--- config.mk ---
export PLATFORM = sky130hd
export DESIGN_NAME = positional_insert_delete_list
export DESIGN_NICKNAME = d
export VERILOG_FILES = /design/src/hdl/pli_pkg.sv /design/src/hdl/pli_ctrl.sv /design/src/hdl/pli_datapath.sv /design/src/hdl/positional_insert_delete_list.sv
export SDC_FILE = /design/constraint.sdc
export NUM_CORES = 1
export LEC_CHECK = 0
export BUFFER_PORTS_ARGS = -buffer_cell sky130_fd_sc_hd__buf_2
export CAP_MARGIN = 20
export CORE_MARGIN = 3
export CORE_UTILIZATION = 57
export DETAILED_ROUTE_END_ITERATION = 7
export PLACE_DENSITY = 0.74
export SLEW_MARGIN = 20
export SYNTH_ARGS = -nofsm -noshare
export SYNTH_HDL_FRONTEND = slang
export SYNTH_SLANG_ARGS = --single-unit
--- constraint.sdc ---
create_clock -name clk -period 7.11 [get_ports clk]
set_clock_uncertainty 0.15 [all_clocks]
set_input_delay 1.422 -clock clk [delete_from_list [all_inputs] [get_ports clk]]
set_output_delay 1.422 -clock clk [all_outputs]
set_load 0.02 [all_outputs]
--- src/hdl/pli_pkg.sv ---
// ----------------------------------------------------------------------------
// pli_pkg
// Shared constants, codes and controller/datapath signal groups for the
// positional insert/delete list.
// ----------------------------------------------------------------------------
`default_nettype none

package pli_pkg;

  localparam int CAPACITY    = 16;
  localparam int ENTRY_WIDTH = 32;

  localparam int POS_W   = 4;
  localparam int VALUE_W = 32;
  localparam int LEN_W   = 5;

  localparam int IDX_W = (CAPACITY > 1) ? $clog2(CAPACITY) : 1;
  localparam int CNT_W = $clog2(CAPACITY + 1);
  localparam int CMP_W = ((CNT_W > POS_W) ? CNT_W : POS_W) + 1;
  localparam int EXT_W = (ENTRY_WIDTH > VALUE_W) ? ENTRY_WIDTH : VALUE_W;

  typedef logic [1:0] op_t;
  localparam op_t OP_INSERT = 2'd0;
  localparam op_t OP_DELETE = 2'd1;
  localparam op_t OP_CLEAR  = 2'd2;

  typedef logic [1:0] status_t;
  localparam status_t ST_DONE  = 2'd0;
  localparam status_t ST_FULL  = 2'd1;
  localparam status_t ST_RANGE = 2'd2;

  typedef struct packed {
    logic list_full;
    logic ins_in_range;
    logic del_in_range;
  } stat_t;

  typedef struct packed {
    logic    load;
    logic    ins;
    logic    del;
    logic    clr;
    status_t status;
  } cmd_t;

endpackage

`default_nettype wire

--- src/hdl/pli_ctrl.sv ---
// ----------------------------------------------------------------------------
// pli_ctrl
// Handshake controller: decodes the operation against the list condition
// and issues update and result-load commands to the datapath.
// ----------------------------------------------------------------------------
`default_nettype none

module pli_ctrl (
  input  logic           clk,
  input  logic           rst_n,
  input  logic           in_valid,
  input  pli_pkg::op_t   in_op,
  output logic           in_ready,
  output logic           out_valid,
  input  logic           out_ready,
  input  pli_pkg::stat_t stat,
  output pli_pkg::cmd_t  cmd
);
  import pli_pkg::*;

  typedef enum logic {S_IDLE, S_HOLD} state_t;

  state_t state_r;
  state_t state_nxt;
  logic   accept;

  assign in_ready  = (state_r == S_IDLE) || out_ready;
  assign out_valid = (state_r == S_HOLD);
  assign accept    = in_valid && in_ready;

  always_comb begin
    cmd        = '0;
    cmd.load   = accept;
    cmd.status = ST_DONE;
    case (in_op)
      OP_INSERT: begin
        if (stat.list_full) begin
          cmd.status = ST_FULL;
        end else if (!stat.ins_in_range) begin
          cmd.status = ST_RANGE;
        end else begin
          cmd.ins = accept;
        end
      end
      OP_DELETE: begin
        if (!stat.del_in_range) begin
          cmd.status = ST_RANGE;
        end else begin
          cmd.del = accept;
        end
      end
      OP_CLEAR: begin
        cmd.clr = accept;
      end
      default: begin
        cmd.status = ST_DONE;
      end
    endcase
  end

  always_comb begin
    state_nxt = state_r;
    case (state_r)
      S_IDLE: begin
        if (accept) state_nxt = S_HOLD;
      end
      S_HOLD: begin
        if (out_ready && !accept) state_nxt = S_IDLE;
      end
      default: begin
        state_nxt = S_IDLE;
      end
    endcase
  end

  always_ff @(posedge clk) begin
    if (!rst_n) begin
      state_r <= S_IDLE;
    end else begin
      state_r <= state_nxt;
    end
  end

endmodule

`default_nettype wire

--- src/hdl/pli_datapath.sv ---
// ----------------------------------------------------------------------------
// pli_datapath
// Entry registers with parallel shift, entry count and result register.
// ----------------------------------------------------------------------------
`default_nettype none

module pli_datapath (
  input  logic                          clk,
  input  logic                          rst_n,
  input  pli_pkg::cmd_t                 cmd,
  input  logic [pli_pkg::POS_W-1:0]     position,
  input  logic [pli_pkg::VALUE_W-1:0]   entry_value,
  output pli_pkg::stat_t                stat,
  output pli_pkg::status_t              res_status,
  output logic [pli_pkg::VALUE_W-1:0]   res_removed_value,
  output logic [pli_pkg::LEN_W-1:0]     res_list_length,
  output logic                          res_is_empty
);
  import pli_pkg::*;

  logic [ENTRY_WIDTH-1:0] entries_r   [CAPACITY];
  logic [ENTRY_WIDTH-1:0] entries_nxt [CAPACITY];
  logic [ENTRY_WIDTH-1:0] lower       [CAPACITY];
  logic [ENTRY_WIDTH-1:0] upper       [CAPACITY];
  logic [CNT_W-1:0]       count_r;
  logic [CNT_W-1:0]       count_nxt;

  status_t              status_r;
  logic [VALUE_W-1:0]   removed_r;
  logic [VALUE_W-1:0]   removed_nxt;
  logic [LEN_W-1:0]     length_r;
  logic                 empty_r;

  logic [CMP_W-1:0]       pos_cmp;
  logic [CMP_W-1:0]       cnt_cmp;
  logic [IDX_W-1:0]       pos_idx;
  logic [EXT_W-1:0]       in_ext;
  logic [ENTRY_WIDTH-1:0] wr_word;
  logic [EXT_W-1:0]       rd_ext;

  assign pos_cmp = CMP_W'(position);
  assign cnt_cmp = CMP_W'(count_r);
  assign pos_idx = IDX_W'(pos_cmp);
  assign in_ext  = EXT_W'(entry_value);
  assign wr_word = in_ext[ENTRY_WIDTH-1:0];
  assign rd_ext  = EXT_W'(entries_r[pos_idx]);

  assign stat.list_full    = cnt_cmp >= CMP_W'(CAPACITY);
  assign stat.ins_in_range = (pos_cmp <= cnt_cmp) && (pos_cmp < CMP_W'(CAPACITY));
  assign stat.del_in_range = pos_cmp < cnt_cmp;

  for (genvar g = 0; g < CAPACITY; g++) begin : g_nbr
    if (g == 0) begin : g_bot
      assign lower[g] = '0;
    end else begin : g_mid_lo
      assign lower[g] = entries_r[g-1];
    end
    if (g == CAPACITY - 1) begin : g_top
      assign upper[g] = entries_r[g];
    end else begin : g_mid_hi
      assign upper[g] = entries_r[g+1];
    end
  end

  always_comb begin
    logic [CMP_W-1:0] idx;
    for (int i = 0; i < CAPACITY; i++) begin
      idx            = CMP_W'(i);
      entries_nxt[i] = entries_r[i];
      if (cmd.ins) begin
        if (idx == pos_cmp) begin
          entries_nxt[i] = wr_word;
        end else if (idx > pos_cmp && idx <= cnt_cmp) begin
          entries_nxt[i] = lower[i];
        end
      end else if (cmd.del) begin
        if (idx >= pos_cmp && (idx + 1'b1) < cnt_cmp) begin
          entries_nxt[i] = upper[i];
        end
      end
    end
  end

  always_comb begin
    count_nxt = count_r;
    if (cmd.clr) begin
      count_nxt = '0;
    end else if (cmd.ins) begin
      count_nxt = count_r + 1'b1;
    end else if (cmd.del) begin
      count_nxt = count_r - 1'b1;
    end
  end

  assign removed_nxt = cmd.del ? rd_ext[VALUE_W-1:0] : '0;

  always_ff @(posedge clk) begin
    entries_r <= entries_nxt;
  end

  always_ff @(posedge clk) begin
    if (!rst_n) begin
      count_r <= '0;
    end else begin
      count_r <= count_nxt;
    end
  end

  always_ff @(posedge clk) begin
    if (cmd.load) begin
      status_r  <= cmd.status;
      removed_r <= removed_nxt;
      length_r  <= LEN_W'(count_nxt);
      empty_r   <= (count_nxt == '0);
    end
  end

  assign res_status        = status_r;
  assign res_removed_value = removed_r;
  assign res_list_length   = length_r;
  assign res_is_empty      = empty_r;

endmodule

`default_nettype wire

--- src/hdl/positional_insert_delete_list.sv ---
// ----------------------------------------------------------------------------
// positional_insert_delete_list
// Ordered list in a fixed set of entry registers with insert at a position,
// delete from a position and clear; one result per item.
// ----------------------------------------------------------------------------
//  channel | direction | signals
//  in_     | input     | in_valid, in_ready, in_op, in_position, in_entry_value
//  out_    | output    | out_valid, out_ready, out_status, out_removed_value,
//          |           | out_list_length, out_is_empty
//
// One item per cycle: every entry compares its index with the position and
// shifts in the same cycle; the result is registered and shown the next cycle.
// in_ready stays high while the result register is empty or being taken.
// A stalled out_ready holds the result and stops new items.
// Reset empties the list and the result register; entry contents stay as is.
// ----------------------------------------------------------------------------
`default_nettype none

module positional_insert_delete_list (
  input  logic                        clk,
  input  logic                        rst_n,
  input  logic                        in_valid,
  output logic                        in_ready,
  input  pli_pkg::op_t                in_op,
  input  logic [pli_pkg::POS_W-1:0]   in_position,
  input  logic [pli_pkg::VALUE_W-1:0] in_entry_value,
  output logic                        out_valid,
  input  logic                        out_ready,
  output pli_pkg::status_t            out_status,
  output logic [pli_pkg::VALUE_W-1:0] out_removed_value,
  output logic [pli_pkg::LEN_W-1:0]   out_list_length,
  output logic                        out_is_empty
);
  import pli_pkg::*;

  stat_t stat;
  cmd_t  cmd;

  pli_ctrl u_ctrl (
    .clk       (clk),
    .rst_n     (rst_n),
    .in_valid  (in_valid),
    .in_op     (in_op),
    .in_ready  (in_ready),
    .out_valid (out_valid),
    .out_ready (out_ready),
    .stat      (stat),
    .cmd       (cmd)
  );

  pli_datapath u_datapath (
    .clk               (clk),
    .rst_n             (rst_n),
    .cmd               (cmd),
    .position          (in_position),
    .entry_value       (in_entry_value),
    .stat              (stat),
    .res_status        (out_status),
    .res_removed_value (out_removed_value),
    .res_list_length   (out_list_length),
    .res_is_empty      (out_is_empty)
  );

  a_len_bound: assert property (@(posedge clk) disable iff (!rst_n)
    out_valid |-> (int'(out_list_length) <= CAPACITY))
    else $error("list length beyond capacity");

  a_empty_flag: assert property (@(posedge clk) disable iff (!rst_n)
    out_valid |-> (out_is_empty == (out_list_length == '0)))
    else $error("empty flag disagrees with length");

  a_fail_zero: assert property (@(posedge clk) disable iff (!rst_n)
    (out_valid && (out_status != ST_DONE)) |-> (out_removed_value == '0))
    else $error("failed item returned a value");

  a_ready_idle: assert property (@(posedge clk) disable iff (!rst_n)
    !out_valid |-> in_ready)
    else $error("input stalled with empty result register");

endmodule

`default_nettype wire

# [Word-level counts from Yosys, hierarchy flattened]
# Index checks and enable logic that the tools add are counted.
[classes] bitwise=2 n_lt_le_gt_ge=67 n_eq_ne=32 n_reduce_logical=72 n_mux=96 add_sub_neg=2
[ops] cell="$mux W32" n=79
[ops] cell="$bmux W32 S4" n=1
[ops] cell="$ne A3 B1 Y1 const B" n=15
[ops] cell="$reduce_and A3 Y1" n=15
[ops] cell="$le A4 B5 Y1 const A" n=8
[ops] cell="$lt A4 B5 Y1 const A" n=8
[ops] cell="$logic_and A1 B1 Y1" n=34
[ops] cell="$reduce_bool A2 Y1" n=17
[ops] cell="$eq A4 B4 Y1 const A" n=8
[ops] cell="$gt A4 B4 Y1 const A" n=8
[ops] cell="$ge A4 B4 Y1 const A" n=7
[ops] cell="$le A3 B5 Y1 const A" n=4
[ops] cell="$lt A3 B5 Y1 const A" n=4
[ops] cell="$eq A3 B4 Y1 const A" n=4
[ops] cell="$ge A3 B4 Y1 const A" n=4
[ops] cell="$gt A3 B4 Y1 const A" n=4
[ops] cell="$mux W5" n=3
[ops] cell="$ge A5 B5 Y1 const B" n=2
[ops] cell="$le A1 B5 Y1 const A" n=2
[ops] cell="$le A2 B5 Y1 const A" n=2
[ops] cell="$lt A2 B5 Y1 const A" n=2
[ops] cell="$eq A2 B4 Y1 const A" n=2
[ops] cell="$ge A1 B4 Y1 const A" n=2
[ops] cell="$ge A2 B4 Y1 const A" n=2
[ops] cell="other kinds (23)" n=34
[word_totals] reg_bits=558 out_inout_bits=42 wordCells=293 in_bits=42

# [Depth between registers and ports, before layout]
[logic_depth] ltp_word=9 mapped_depth=12 ltp_nobuf=8

# [Cells and area by module]
# A second synthesis with hierarchy kept.
[unflattened] hier_cells=2685 hier_area_um2=32352.3
[by_module_without_submodules] module="pli_datapath" seq_area_each_um2=16676.0 area_per_inst_um2=32227.2 cells_per_inst=2670 instances=1
[by_module_without_submodules] module="pli_ctrl" seq_area_each_um2=20.0 area_per_inst_um2=125.1 cells_per_inst=15 instances=1

# [Least setup slack after synthesis]
# OpenSTA, ideal clock, no wires.
[synth_path] path_kind="input to register" from="in in_position[0] (netlist bit)" to="reg u_datapath.entries_r[288] (netlist bit) (enable)" setup_time_ns=0.511 setup_slack_ns=0.158 cell_stages=9 n_path_buf=2 arrival_time_ns=6.291 required_ns=6.449 cell_sequence="buf_2 clkinv_1 ha_1 nor2b_4 o311ai_0 a22o_1 clkbuf_1 nor2_1 o41ai_1"
[synth_via] elab_chain_cells=7 elab_cells_between_ends=18 cone_classes="order compare (5); eq/ne (2); mux (5); reduce/logical (6)"
[synth_lines] item="start: declaration" line_no="positional_insert_delete_list.sv:25" text="input logic [pli_pkg::POS_W-1:0] in_position,"
[synth_lines] item="$le A4 B5 Y1 / $lt A4 B5 Y1 (equally long branches)" line_no="pli_datapath.sv:49" text="assign stat.ins_in_range = (pos_cmp <= cnt_cmp) && (pos_cmp < CMP_W'(CAPACITY));"
[synth_lines] item="$logic_and A1 B1 Y1" line_no="pli_datapath.sv:49"
[synth_lines] item="$mux W1" line_no="pli_ctrl.sv:39" text="end else if (!stat.ins_in_range) begin"
[synth_lines] item="$mux W1" line_no="pli_ctrl.sv:37" text="if (stat.list_full) begin"
[synth_lines] item="$mux W1" line_no="pli_ctrl.sv:35" text="case (in_op)"
[synth_lines] item="$ne A3 B1 Y1 (no source line) / $reduce_bool A2 Y1 (equally long branches)"
[synth_lines] item="$reduce_and A3 Y1 (no source line) *"
[synth_lines] item="end signal: assignment" line_no="pli_datapath.sv:98" text="entries_r <= entries_nxt;"
[synth_lines] item="end: declaration" line_no="pli_datapath.sv:21" text="logic [ENTRY_WIDTH-1:0] entries_r [CAPACITY];"
# Mark *: on every way between the ends. The rest lies on a longest branch, timed or not.
# A chain may end at the register's enable or synchronous reset.

# [Final worst setup path]
[layout_path] from="in in_position[0] (netlist bit)" to="reg u_datapath.entries_r[287] (netlist bit) (enable)"
# The elaborated chain is that of the path after synthesis.

==> summary.md <==
| Metric | Value |
|---|---|
| Share of cells above drive strength 1 | `0.153` |
| Final core utilization | `0.634` |
| Core area | `roughly 0.054 mm2` |
| Port buffer count | `83` |
| Final setup TNS | `0 ns` |
| GRT Total Usage | `0.302` |
| Ports | `84` |
| Filler instances | `4119` |
| RSZ-0062 raised after global routing | `false` |
| Slew HR | `0.244` |
| DRC Markers | `0` |
| Largest buffer count on any clock path | `3` |
| Post-CTS Hold Buffers | `0` |
| CP Capture Type | `flip-flop` |
| CP Max Fanout | `48` |
| Area contributors post-synth | `edfxtp_1, mux2i_1, o21ai_0` |
| Commonest non-fill, non-tap cell in the layout | `nand2_1` |
| Final nets | `~2800` |
| Cell leakage power | `12.4 nW` |
| Synth Flop Type | `edfxtp_1` |
| RePlAce Congestion | `0.876` |
| First-pass GRT wire length | `134 mm` |
| # resized after CTS | `0` |
| CTS root buf | `clkbuf_16` |
| Cell breakdown of the critical path | `clkbuf_8 -> clkinv_1 -> ha_1 -> and4_1 -> a22o_2 -> a22o_1 -> a22oi_1 -> o21ai_4 -> buf_12` |
| Yosys top cell by area | `edfxtp_1` |
| Clock Sinks | `558` |
| WL met1 | `34.4 mm` |
| Reg clk slew, reported paths | `about 0.06 ns` |
| Total wire length | `89.8 mm` |
| Synth Register Bits | `558` |
| Post-CTS Repair Setup Buffers | `0` |
| Period utilization | `0.713` |
| Gr ovfl total | `0` |
| Routed WL per cell | `25.7 um` |
| Outcome | `finished, final reports clean` |
| PD cells | `209 mW/mm2` |
| 1st-iter DRT viols | `3241` |
| Final Slew Violations | `0` |
| Number of max-cap violations | `0` |
| Number of global-route vias before repair | `between 20000 and 25000` |
| Final setup fails | `0` |
| Syn nets | `2803` |
| Routed met2 length | `42.7 mm` |
| CTS H-tree depth | `2` |
| Avg Synthesized Cell Area | `around 11 um2` |
| Req. time, crit path | `7.27 ns` |
| Synth async-reset ratio | `0` |
| Critical Path AT | `5.23 ns` |
| Pin count of the biggest net entering global routing | `roughly 240` |
| Startpoint Class | `input port` |
| Die area | `0.0583 mm2` |
| Hold Crit Class | `flip-flop to flip-flop` |
| Final hold vios | `0` |
| TritonCTS clock tree | `done` |
| Met3 WL | `around 8.5 mm` |
| Pre-Repair DR Iteration Count | `8` |
| Overall power | `7.21 mW` |
| Max Fclk | `around 0.20 GHz` |
| Area Growth Syn to Fin | `8.94%` |
| Chip width | `241 um` |
| Starting Density | `0.582` |
| Netlist cell types | `59` |
| Mapped Area | `0.0316 mm2` |
| Post-DP HPWL | `~54 mm` |
| CP max-delay cell | `o21ai_4` |
| Post-synthesis sequential area ratio | `0.528` |
| Die H | `about 240 um` |
| Synth Warn # | `0` |
| Worst Tran Pin Value | `between 1 and 1.5 ns` |
| CTS Buf Count | `59` |
| Crit path largest cell delay | `roughly 0.77 ns` |
| Initial antenna violation count | `10` |
| Top Metal Used | `met5` |
| ANT nets after route | `0` |
| Skew-Pair Late Insertion Delay | `between 0.6 and 0.7 ns` |
| Crit Path Class | `input port to flip-flop` |
| Share of the synthesized area in the top cell type | `0.524` |
| Post-Synthesis Cells | `about 2800` |
| Post-synth EDFFs | `552` |
| Via Count | `22900` |
| DR vias/cell | `6.57` |
| Peak supply drop | `0.199 mV` |
| Min cycle time layout | `5.07 ns` |
| # rows | `85` |
| Most frequent cells in the layout | `nand2_1, edfxtp_1, o21ai_0, mux2i_1, mux4_2` |
-- path summary, 6_finish.rpt --
kind                                 from                        end  slack (ns)  cells after the start
hold / removal    u_datapath.entries_r[3]   u_datapath.entries_r[35]        0.41                      2
setup / recovery           in_position[0]  u_datapath.entries_r[287]        2.04                      9
hold reg to reg   u_datapath.entries_r[3]   u_datapath.entries_r[35]        0.41                      2
setup reg to reg    u_datapath.count_r[1]  u_datapath.entries_r[287]        2.69                      9
-- power by group --
group	leakage (nW)	switching, mW	internal [mW]
registers	5.06	0.0264	3.64
clock network	0.855	1.26	1.67
logic	6.45	0.397	0.217
-- worst max-delay path, delay by kind of cell --
kind	cells	cell delay, ns
AO/OA/AOI/OAI	4	1.80
AND/OR/NAND/NOR	1	0.24
adder cells (fa/ha/maj)	1	0.40
buffers and inverters	3	1.29
-- metal layers --
metal	up-vias	global-route usage
li1	10200	-
met1	11100	0.392
met2	1311	0.498
met3	281	0.0620
met4	8	0.130
met5	-	0
-- registers in the layout (all words and copies together) (netlist names) --
name / flops
u_datapath.res_removed_value: 32
u_datapath.res_status: 2
u_datapath.count_r: 5
u_datapath.res_is_empty: 1
u_datapath.entries_r: 512
u_ctrl.out_valid: 1
u_datapath.res_list_length: 5
-- Yosys cell counts (2+ instances only) --
cell type and n:
edfxtp_1 552, a22oi_1 69, a41oi_1 32, o41ai_1 2, clkbuf_1 136, a21boi_0 2
nor2_1 21, or2_2 2, nor3_2 3, a31oi_1 2, nor2b_1 4, dfxtp_1 6
nand2_1 596, mux4_2 96, and3_1 2, a22o_1 2, ha_1 9, nand2b_1 3
o21a_1 3, o22ai_1 2, mux2i_1 451, nand3_1 36, buf_1 19, a21oi_1 17
nor3_1 10, nor4_1 4, o21ai_1 5, buf_2 98, o21ai_0 460, inv_1 8
buf_4 2, and2_1 8, mux2_2 64
-- per-stage QoR --
step	hold slack [ns]	cells	setup slack [ns]	area, um2
floorplan	0.366	2752	0.158	31600
global placement	0.376	3380	1.50	32600
detailed placement	0.388	3381	1.43	32600
CTS	0.407	3483	2.08	34400
global route	0.428	3486	1.86	34400
finish	0.411	3490	2.04	34400
-- final cells by class --
class | count | area [um2] | area share
diodes | 6 | 15.0 | 0.000436
clock buffers | 84 | 1610 | 0.0468
clock inverters | 18 | 164 | 0.00476
inverters | 9 | 33.8 | 0.000981
multi-input cells | 1929 | 14000 | 0.406
flip-flops and latches | 558 | 16700 | 0.485
well taps | 739 | 925 | 0.0269
repair buffers | 147 | 1000 | 0.0290
-- cell families (layout without fill, tap and decap cells) --
family | after synthesis | in the layout | synth area share
other | 0 | 6 | 0
DFF | 558 | 558 | 0.528
adders and majority gates | 9 | 9 | 0.00356
muxes | 611 | 611 | 0.234
and+or+nand+nor | 700 | 700 | 0.0891
xor gates and xnor gates | 1 | 1 | 0.000277
buffers and inverters | 265 | 258 | 0.0358
AOI/OAI and AO/OA | 608 | 608 | 0.109
(Power assumes the default switching activity.)
